### config.mk
export PLATFORM = sky130hd
export DESIGN_NAME = heater_pid_pwm
export DESIGN_NICKNAME = d
export VERILOG_FILES = /design/src/rtl/core/hpp_pkg.sv /design/src/rtl/core/hpp_mul.sv /design/src/rtl/core/hpp_div.sv /design/src/rtl/core/heater_pid_pwm.sv
export SDC_FILE = /design/constraint.sdc
export NUM_CORES = 2
export LEC_CHECK = 0
export BUFFER_PORTS_ARGS = -buffer_cell sky130_fd_sc_hd__buf_2
export CAP_MARGIN = 5
export CORE_AREA = 4 4 661 335
export CTS_CLUSTER_SIZE = 8
export DETAILED_ROUTE_END_ITERATION = 16
export DIE_AREA = 0 0 665 339
export GPL_ROUTABILITY_DRIVEN = 0
export HOLD_SLACK_MARGIN = 0.02
export PLACE_DENSITY = 0.4
export SLEW_MARGIN = 20
export SYNTH_ARGS = -nofsm -noshare
export SYNTH_HDL_FRONTEND = slang
export SYNTH_SLANG_ARGS = --single-unit
### constraint.sdc
create_clock -name clk -period 13 [get_ports clk]
set_input_delay 2.6 -clock clk [delete_from_list [all_inputs] [get_ports clk]]
set_output_delay 2.6 -clock clk [all_outputs]
set_load 0.02 [all_outputs]
### src/rtl/core/hpp_pkg.sv
// Package for the heater PID controller: payload structs, register codes, constants.
// No dependencies.
`timescale 1ns / 1ps
package hpp_pkg;

  typedef struct packed {
    logic [9:0]         setpoint;
    logic signed [15:0] sensor_q4;
    logic [19:0]        elapsed_us;
  } in_item_t;

  typedef struct packed {
    logic [7:0] duty;
    logic       clamped;
  } out_item_t;

  localparam logic [1:0] REG_GAIN_PROP  = 2'd0;
  localparam logic [1:0] REG_GAIN_INTEG = 2'd1;
  localparam logic [1:0] REG_GAIN_DERIV = 2'd2;

  localparam int unsigned US_PER_S = 1000000;
  localparam int unsigned DUTY_MAX = 255;

  // Shift-add multiplier width: 48-bit multiplicand by 24-bit multiplier
  localparam int MUL_A_W = 48;
  localparam int MUL_B_W = 24;
  localparam int MUL_P_W = MUL_A_W + MUL_B_W;
  localparam int MUL_CNT_W = 5;

  // Divider: up to 72-bit dividend, 21-bit divisor
  localparam int DIV_N_W = 72;
  localparam int DIV_D_W = 21;
  localparam int DIV_CNT_W = 7;

  typedef struct packed {
    logic start;
    logic busy;
    logic done;
  } unit_ctl_t;

endpackage

### src/rtl/core/hpp_mul.sv
// Bit-serial signed shift-add multiplier, one multiplier bit per cycle.
// Depends on hpp_pkg.
`timescale 1ns / 1ps
module hpp_mul
  import hpp_pkg::*;
(
  input  logic                       clk,
  input  logic                       rst,
  input  logic                       start,
  input  logic signed [MUL_A_W-1:0]  a,
  input  logic signed [MUL_B_W-1:0]  b,
  output logic                       done,
  output logic signed [MUL_P_W-1:0]  prod
);

  logic                      busy;
  logic [MUL_CNT_W-1:0]      cnt;
  logic signed [MUL_P_W-1:0] acc;
  logic signed [MUL_P_W-1:0] mcand;
  logic [MUL_B_W-1:0]        mplier;
  logic signed [MUL_P_W-1:0] acc_next;

  // add or (for the sign bit) subtract the shifted multiplicand
  always_comb begin
    acc_next = acc;
    if (mplier[0]) begin
      if (cnt == MUL_CNT_W'(MUL_B_W - 1)) acc_next = acc - mcand;
      else acc_next = acc + mcand;
    end
  end

  always_ff @(posedge clk) begin
    if (rst) begin
      busy <= 1'b0;
      done <= 1'b0;
      cnt  <= '0;
    end else begin
      done <= 1'b0;
      if (start) begin
        busy <= 1'b1;
        cnt  <= '0;
      end else if (busy) begin
        cnt <= cnt + 1'b1;
        if (cnt == MUL_CNT_W'(MUL_B_W - 1)) begin
          busy <= 1'b0;
          done <= 1'b1;
        end
      end
    end
  end

  always_ff @(posedge clk) begin
    if (start) begin
      acc    <= '0;
      mcand  <= MUL_P_W'(a);
      mplier <= b;
    end else if (busy) begin
      acc    <= acc_next;
      mcand  <= mcand <<< 1;
      mplier <= mplier >> 1;
    end
  end

  assign prod = acc;

endmodule

### src/rtl/core/hpp_div.sv
// Bit-serial restoring divider, signed dividend, positive divisor,
// quotient truncated toward zero, remainder with the dividend's sign.
// Depends on hpp_pkg.
`timescale 1ns / 1ps
module hpp_div
  import hpp_pkg::*;
(
  input  logic                      clk,
  input  logic                      rst,
  input  logic                      start,
  input  logic signed [DIV_N_W-1:0] num,
  input  logic [DIV_D_W-1:0]        den,
  output logic                      done,
  output logic signed [DIV_N_W-1:0] quo,
  output logic signed [DIV_N_W-1:0] rem
);

  logic                 busy;
  logic [DIV_CNT_W-1:0] cnt;
  logic                 neg;
  logic [DIV_N_W-1:0]   q;
  logic [DIV_D_W:0]     r;
  logic [DIV_D_W-1:0]   d;
  logic [DIV_D_W:0]     r_sh;
  logic [DIV_D_W:0]     r_sub;

  // one quotient bit a cycle
  always_comb begin
    r_sh  = {r[DIV_D_W-1:0], q[DIV_N_W-1]};
    r_sub = r_sh - {1'b0, d};
  end

  always_ff @(posedge clk) begin
    if (rst) begin
      busy <= 1'b0;
      done <= 1'b0;
      cnt  <= '0;
    end else begin
      done <= 1'b0;
      if (start) begin
        busy <= 1'b1;
        cnt  <= '0;
      end else if (busy) begin
        cnt <= cnt + 1'b1;
        if (cnt == DIV_CNT_W'(DIV_N_W - 1)) begin
          busy <= 1'b0;
          done <= 1'b1;
        end
      end
    end
  end

  always_ff @(posedge clk) begin
    if (start) begin
      neg <= num[DIV_N_W-1];
      q   <= num[DIV_N_W-1] ? DIV_N_W'(-num) : DIV_N_W'(num);
      r   <= '0;
      d   <= den;
    end else if (busy) begin
      if (!r_sub[DIV_D_W]) begin
        r <= r_sub;
        q <= {q[DIV_N_W-2:0], 1'b1};
      end else begin
        r <= r_sh;
        q <= {q[DIV_N_W-2:0], 1'b0};
      end
    end
  end

  assign quo = neg ? -$signed(q) : $signed(q);
  assign rem = neg ? -$signed(DIV_N_W'(r)) : $signed(DIV_N_W'(r));

endmodule

### src/rtl/core/heater_pid_pwm.sv
// Top level of the heater PID controller with clamped PWM duty.
// Depends on hpp_pkg, hpp_mul and hpp_div.
`timescale 1ns / 1ps
//  channel | direction | handshake     | payload
//  in      | in        | valid / stall | in_item_t (target, measured, elapsed)
//  out     | out       | valid / stall | out_item_t (duty, clamped)
//  cfg     | in        | valid / ready | index (2 bits), 24-bit gain
//
// An item makes six passes of the shared multiplier and three of the divider
// (two when the elapsed time is zero and the derivative is skipped), plus the
// integral step, loading the result and returning to idle; no new item is
// taken before the sequencer is back in idle.
// Reset clears gains, integral and last error; no clearing pass.
// The result waits in an output register; the next item is taken while
// it waits, but is not finished until that register is free.
module heater_pid_pwm
  import hpp_pkg::*;
(
  input  logic        clk,
  input  logic        rst,
  input  logic        in_valid,
  output logic        in_stall,
  input  in_item_t    in_data,
  output logic        out_valid,
  input  logic        out_stall,
  output out_item_t   out_data,
  input  logic        cfg_valid,
  output logic        cfg_ready,
  input  logic [1:0]  cfg_index,
  input  logic [23:0] cfg_data
);

  localparam logic [3:0] S_IDLE  = 4'd0;
  localparam logic [3:0] S_MINT  = 4'd1;
  localparam logic [3:0] S_INTEG = 4'd2;
  localparam logic [3:0] S_DDIV  = 4'd3;
  localparam logic [3:0] S_IDIV  = 4'd4;
  localparam logic [3:0] S_MQ    = 4'd5;
  localparam logic [3:0] S_MR    = 4'd6;
  localparam logic [3:0] S_RDIV  = 4'd7;
  localparam logic [3:0] S_MP    = 4'd8;
  localparam logic [3:0] S_MD    = 4'd9;
  localparam logic [3:0] S_OUT   = 4'd10;
  localparam logic [3:0] S_EMIT  = 4'd11;

  localparam logic signed [47:0] INTEG_MAX = {1'b0, {47{1'b1}}};
  localparam logic signed [47:0] INTEG_MIN = {1'b1, {47{1'b0}}};

  logic [3:0] state;
  logic signed [23:0] gain_prop, gain_integ, gain_deriv;
  logic signed [47:0] integral_sum;
  logic signed [16:0] last_error;
  logic signed [16:0] err;
  logic [19:0]        dt;
  logic signed [71:0] sum;
  logic signed [47:0] deriv;
  logic signed [47:0] ir;
  logic               clamp;
  logic               emit;

  logic                      mul_start, mul_done;
  logic signed [MUL_A_W-1:0] mul_a;
  logic signed [MUL_B_W-1:0] mul_b;
  logic signed [MUL_P_W-1:0] mul_p;
  logic                      div_start, div_done;
  logic signed [DIV_N_W-1:0] div_n;
  logic [DIV_D_W-1:0]        div_d;
  logic signed [DIV_N_W-1:0] div_q, div_r;

  logic signed [16:0] err_in;
  logic signed [49:0] integ_sum;
  logic signed [71:0] sum_fin;

  hpp_mul u_mul (.clk, .rst, .start(mul_start), .a(mul_a), .b(mul_b),
                 .done(mul_done), .prod(mul_p));
  hpp_div u_div (.clk, .rst, .start(div_start), .num(div_n), .den(div_d),
                 .done(div_done), .quo(div_q), .rem(div_r));

  assign in_stall  = (state != S_IDLE);
  assign cfg_ready = (state == S_IDLE) && !out_valid;

  // result register can take the finished item
  assign emit = (state == S_EMIT) && (!out_valid || !out_stall);

  assign err_in = $signed({3'b0, in_data.setpoint, 4'b0})
                - 17'(in_data.sensor_q4);
  assign integ_sum = 50'(integral_sum) + 50'(mul_p);
  assign sum_fin   = sum + mul_p;

  // floor correction for a truncating divide of a signed value
  function automatic logic signed [71:0] floor_q(input logic signed [71:0] q,
                                                  input logic signed [71:0] r);
    floor_q = (r < 0) ? q - 72'sd1 : q;
  endfunction

  // sequencer over shared multiplier and divider
  always_ff @(posedge clk) begin
    if (rst) begin
      state        <= S_IDLE;
      out_valid    <= 1'b0;
      mul_start    <= 1'b0;
      div_start    <= 1'b0;
      gain_prop    <= '0;
      gain_integ   <= '0;
      gain_deriv   <= '0;
      integral_sum <= '0;
      last_error   <= '0;
    end else begin
      mul_start <= 1'b0;
      div_start <= 1'b0;
      if (emit) out_valid <= 1'b1;
      else if (out_valid && !out_stall) out_valid <= 1'b0;
      if (cfg_valid && cfg_ready) begin
        case (cfg_index)
          REG_GAIN_PROP:  gain_prop  <= cfg_data;
          REG_GAIN_INTEG: gain_integ <= cfg_data;
          REG_GAIN_DERIV: gain_deriv <= cfg_data;
          default: ;
        endcase
      end
      case (state)
        S_IDLE: if (in_valid) begin
          err       <= err_in;
          dt        <= in_data.elapsed_us;
          clamp     <= 1'b0;
          mul_a     <= 48'(err_in);
          mul_b     <= 24'($signed({4'b0, in_data.elapsed_us}));
          mul_start <= 1'b1;
          state     <= S_MINT;
        end
        S_MINT: if (mul_done) begin
          if (integ_sum > 50'(INTEG_MAX)) begin
            integral_sum <= INTEG_MAX;
            clamp        <= 1'b1;
          end else if (integ_sum < 50'(INTEG_MIN)) begin
            integral_sum <= INTEG_MIN;
            clamp        <= 1'b1;
          end else begin
            integral_sum <= 48'(integ_sum);
          end
          state <= S_INTEG;
        end
        S_INTEG: begin
          // derivative numerator (err - last) * 1e6
          mul_a     <= 48'(err) - 48'(last_error);
          mul_b     <= 24'(US_PER_S);
          mul_start <= 1'b1;
          last_error <= err;
          state     <= S_DDIV;
        end
        S_DDIV: if (mul_done) begin
          if (dt == '0) begin
            deriv <= '0;
            div_n <= 72'(integral_sum);
            div_d <= 21'(US_PER_S);
            div_start <= 1'b1;
            state <= S_IDIV;
          end else begin
            div_n <= mul_p;
            div_d <= {1'b0, dt};
            div_start <= 1'b1;
            state <= S_MQ;
          end
        end
        S_MQ: if (div_done) begin
          deriv     <= 48'(div_q);
          div_n     <= 72'(integral_sum);
          div_d     <= 21'(US_PER_S);
          div_start <= 1'b1;
          state     <= S_IDIV;
        end
        S_IDIV: if (div_done) begin
          ir        <= (div_r < 0) ? 48'(div_r + 72'(US_PER_S)) : 48'(div_r);
          mul_a     <= 48'(floor_q(div_q, div_r));
          mul_b     <= gain_integ;
          mul_start <= 1'b1;
          state     <= S_MR;
        end
        S_MR: if (mul_done) begin
          sum       <= mul_p;
          mul_a     <= ir;
          mul_b     <= gain_integ;
          mul_start <= 1'b1;
          state     <= S_RDIV;
        end
        S_RDIV: if (mul_done) begin
          div_n     <= mul_p;
          div_d     <= 21'(US_PER_S);
          div_start <= 1'b1;
          state     <= S_MP;
        end
        S_MP: if (div_done) begin
          sum       <= sum + floor_q(div_q, div_r);
          mul_a     <= 48'(err);
          mul_b     <= gain_prop;
          mul_start <= 1'b1;
          state     <= S_MD;
        end
        S_MD: if (mul_done) begin
          sum       <= sum_fin;
          mul_a     <= deriv;
          mul_b     <= gain_deriv;
          mul_start <= 1'b1;
          state     <= S_OUT;
        end
        // keep the full sum so the result can wait for the output register
        S_OUT: if (mul_done) begin
          sum   <= sum_fin;
          state <= S_EMIT;
        end
        S_EMIT: if (emit) begin
          if (sum < 0) begin
            out_data.duty    <= 8'd0;
            out_data.clamped <= 1'b1;
          end else if (sum > 72'(DUTY_MAX * 65536)) begin
            out_data.duty    <= 8'(DUTY_MAX);
            out_data.clamped <= 1'b1;
          end else begin
            out_data.duty    <= sum[23:16];
            out_data.clamped <= clamp;
          end
          state <= S_IDLE;
        end
        default: state <= S_IDLE;
      endcase
    end
  end

  a_no_cfg_busy: assert property (@(posedge clk) disable iff (rst)
    (cfg_valid && cfg_ready) |-> (state == S_IDLE)) else $error("cfg in busy");
  a_one_unit: assert property (@(posedge clk) disable iff (rst)
    !(mul_start && div_start)) else $error("both units started");
  a_take_idle: assert property (@(posedge clk) disable iff (rst)
    (in_valid && !in_stall) |=> (state == S_MINT)) else $error("bad start");
  a_out_hold: assert property (@(posedge clk) disable iff (rst)
    (out_valid && out_stall) |=> out_valid) else $error("result dropped");

endmodule
==> impl_metrics.ini <==
[logic_synthesis]
yosysTopAreaCell = edfxtp_1
synth_top_flop_cell = edfxtp_1
synthesis.area_sq_mm = 0.0537
synth.area.top_cells = edfxtp_1 (32%), dfxtp_1 (9.5%), ha_1 (6.0%)
yosysSeqAreaShare = 0.412
ys_ff_latch = 822
synth-edff-count = 568
ys_warn_count = 0
yosys.area.top_type_share = 0.317
synth_nets = 6233
synth_cell_type_count = 89
synth_most_common_cell = nand2_1
synthArstFlopShare = 0
syn_avg_cell_area_sq_um = 9.12
synthCells = 5893
synth_common_cells = nand2_1 (740), edfxtp_1 (568), a21oi_1 (561)

[grt]
antenna_found_initial = 22
grt_overflow = 0
grt_max_degree = 93
grt_pass1_wl_um = 324000
grt_pass1_vias = 41700
grt_usage = 0.198

[setup_path]
crit_buf_inv = 0
ff2ff_setup_slack_ns = 4.22
end_kind = flip-flop
reg2reg_to = sum[66]$_DFFE_PP_
cpLargestDelayFamily = compound AO/OA/AOI/OAI gates
crit_fanout = 26
cpPeakStageDelay_ns = 0.80
crit_start = u_div.q[3]$_DFFE_PP_
cp-start-kind = flip-flop
critical_path_arrival_ns = 9.21
r2r_start = u_div.q[3]$_DFFE_PP_
worstSetupPathDepth = 25
crit_required_ns = 13.43
r2r_cells = 25
crit_path_end = sum[66]$_DFFE_PP_
crit_type = reg2reg
worst_path_max_delay_cell = o41ai_1
crit_path_frequent_cell = a21o_1

[floorplan]
fp.dieH_um = 339
rows = 121
dieWidth_um = 665
start_util = 0.249
die_area_sq_mm = 0.225
core_area_sq_mm = 0.216
ioPinCount = 89

[timing]
fin_crit_sh = 0.676
relSlewSlack = 0.122
slew_viol_final = 0
min_period_ns = 8.78
hold_viol_final = 0
finalSetupViolCount = 0
fmax_mhz = 114
fin_tns_setup_ns = 0
rsz0062_at_grt = false
worst_pin_slew_ns = 1.30
clock_skew_ns = 0.0365

[clock_tree]
cts_made_buffers = 113
clock_latency_ns = 0.73
ctsResizeCount = 0
cts_buffer_depth = 3
cts_max_level = 3
cts_root_buffer = clkbuf_16
clk_pin_slew_ns = 0.06
clkSinkCount = 822
cts_setup_buffers = 0
tritoncts = done
hold_buffers = 0

[detailed_routing]
drt_pass1_iterations = 8
via_count = 47000
routed_wl_um = 231000
viasPerCell = 5.32
wl_per_cell_um = 26.2
ant_nets = 0
dr.first_iter.drc_count = 6816
drc = 0

[flow_run]
max_cap_viol_count = 0

[cells_and_area]
multi_input_area_sq_mm = 0.0299
postLayoutCellArea_sq_mm = 0.0607
fillers = 22700
ff_latch_area_sq_mm = 0.0222
syn_to_final_growth_pct = 13.0
nets = 6196
drive_above_1_share = 0.0900

[placement]
hpwl_um = 179000
dpl_cell_area_sq_mm = 0.0574
port-buffer-count = 88

[worst_hold_path]
min_path_type = reg2reg

[power_and_ir_drop]
power-per-cell-area_mw_per_mm2 = 191
leakage_uw = 0.0226
ir_drop_mv = 0.115
finalPower_uw = 11600

[outcome]
status = complete, no violations
-- cells by family after synthesis --
group,after synthesis,share of synthesized area
fa+ha+maj,263,0.0619
buf+inv,498,0.0356
mux,181,0.0367
xor+xnor,538,0.0877
compound gates,1687,0.200
flops,822,0.412
simple gates,1904,0.166
-- metrics by stage --
stage | instances | setup WS (ns) | util | hold WS (ns)
final | 8831 | 4.22 | 0.281 | 0.416
after global routing | 8826 | 3.76 | 0.281 | 0.420
after CTS | 8824 | 4.49 | 0.281 | 0.416
after detailed placement | 8629 | 4.54 | 0.266 | 0.405
after global placement | 8629 | 4.58 | 0.266 | 0.405
after floorplan | 5893 | 0.495 | - | 0.400
-- registers in the layout, indices dropped and copies added (netlist names), 5 cells and up --
| register | cells |
|---|---|
| div_n | 72 |
| sum | 72 |
| u_div.q | 72 |
| u_mul.mcand | 72 |
| u_mul.prod | 72 |
| deriv | 48 |
| integral_sum | 48 |
| ir | 48 |
| mul_a | 48 |
| gain_deriv | 24 |
| gain_integ | 24 |
| gain_prop | 24 |
| mul_b | 24 |
| u_mul.mplier | 24 |
| u_div.r | 22 |
| div_d | 20 |
| dt | 20 |
| u_div.d | 20 |
| err | 17 |
| last_error | 17 |
| out_data | 9 |
| u_div.cnt | 7 |
| u_mul.cnt | 5 |
-- per-layer routing --
metal / part of all wire / wire length [um] / track usage / up-vias
met1: 0.57 / 131000 / 0.361 / 23000
met4: 0.011 / 2630 / 0.0250 / 0
met3: 0.14 / 32800 / 0.0829 / 149
met5: 0 / 0 / 0 / -
li1: - / - / - / 21600
met2: 0.28 / 64600 / 0.184 / 2234
-- how the worst min path moves through the flow --
stage / startpoint / endpoint / slack [ns] / cells after the start
after detailed placement: div_d[6]$_SDFFCE_PP1P_ / u_div.d[6]$_DFFE_PP_ / 0.40 / 0
final: div_d[6]$_SDFFCE_PP1P_ / u_div.d[6]$_DFFE_PP_ / 0.42 / 0
after floorplan: div_d[0]$_SDFFCE_PP0P_ / u_div.d[0]$_DFFE_PP_ / 0.40 / 0
after global placement: div_d[2]$_SDFFCE_PP0P_ / u_div.d[2]$_DFFE_PP_ / 0.41 / 0
after CTS: div_d[6]$_SDFFCE_PP1P_ / u_div.d[6]$_DFFE_PP_ / 0.42 / 0
after global routing: div_d[13]$_SDFFCE_PP0P_ / u_div.d[13]$_DFFE_PP_ / 0.42 / 0
-- cell type report --
| class | count | area share |
|---|---|---|
| clock buffers | 188 | 0.0514 |
| diodes | 5 | 0.000206 |
| repair buffers | 190 | 0.0201 |
| multi-input cells | 4573 | 0.492 |
| well taps | 2890 | 0.0596 |
| inverters | 156 | 0.00965 |
| clock inverters | 7 | 0.00212 |
| flip-flops and latches | 822 | 0.365 |
-- power by group --
| part | internal (uW) | total (uW) | switching [uW] |
|---|---|---|---|
| Sequential | 3470 | 4200 | 731 |
| Clock | 1620 | 2900 | 1280 |
| Combinational | 1640 | 4470 | 2830 |
-- cells in the final DEF (no fill, tap or decap), types with 68 or more instances in the layout --
cell type,instances
a21oi_1,560
nand2_1,737
nand4_1,68
clkbuf_16,113
o21ai_0,381
mux2_2,126
nand3_1,97
xnor2_1,274
clkbuf_1,74
buf_2,87
edfxtp_1,568
nor2_1,465
inv_1,156
nor3_1,94
ha_1,258
buf_4,100
a221o_1,75
xor2_1,263
o31ai_1,75
a21o_1,186
dfxtp_1,250
No activity file was read; power rests on OpenSTA's default activity.
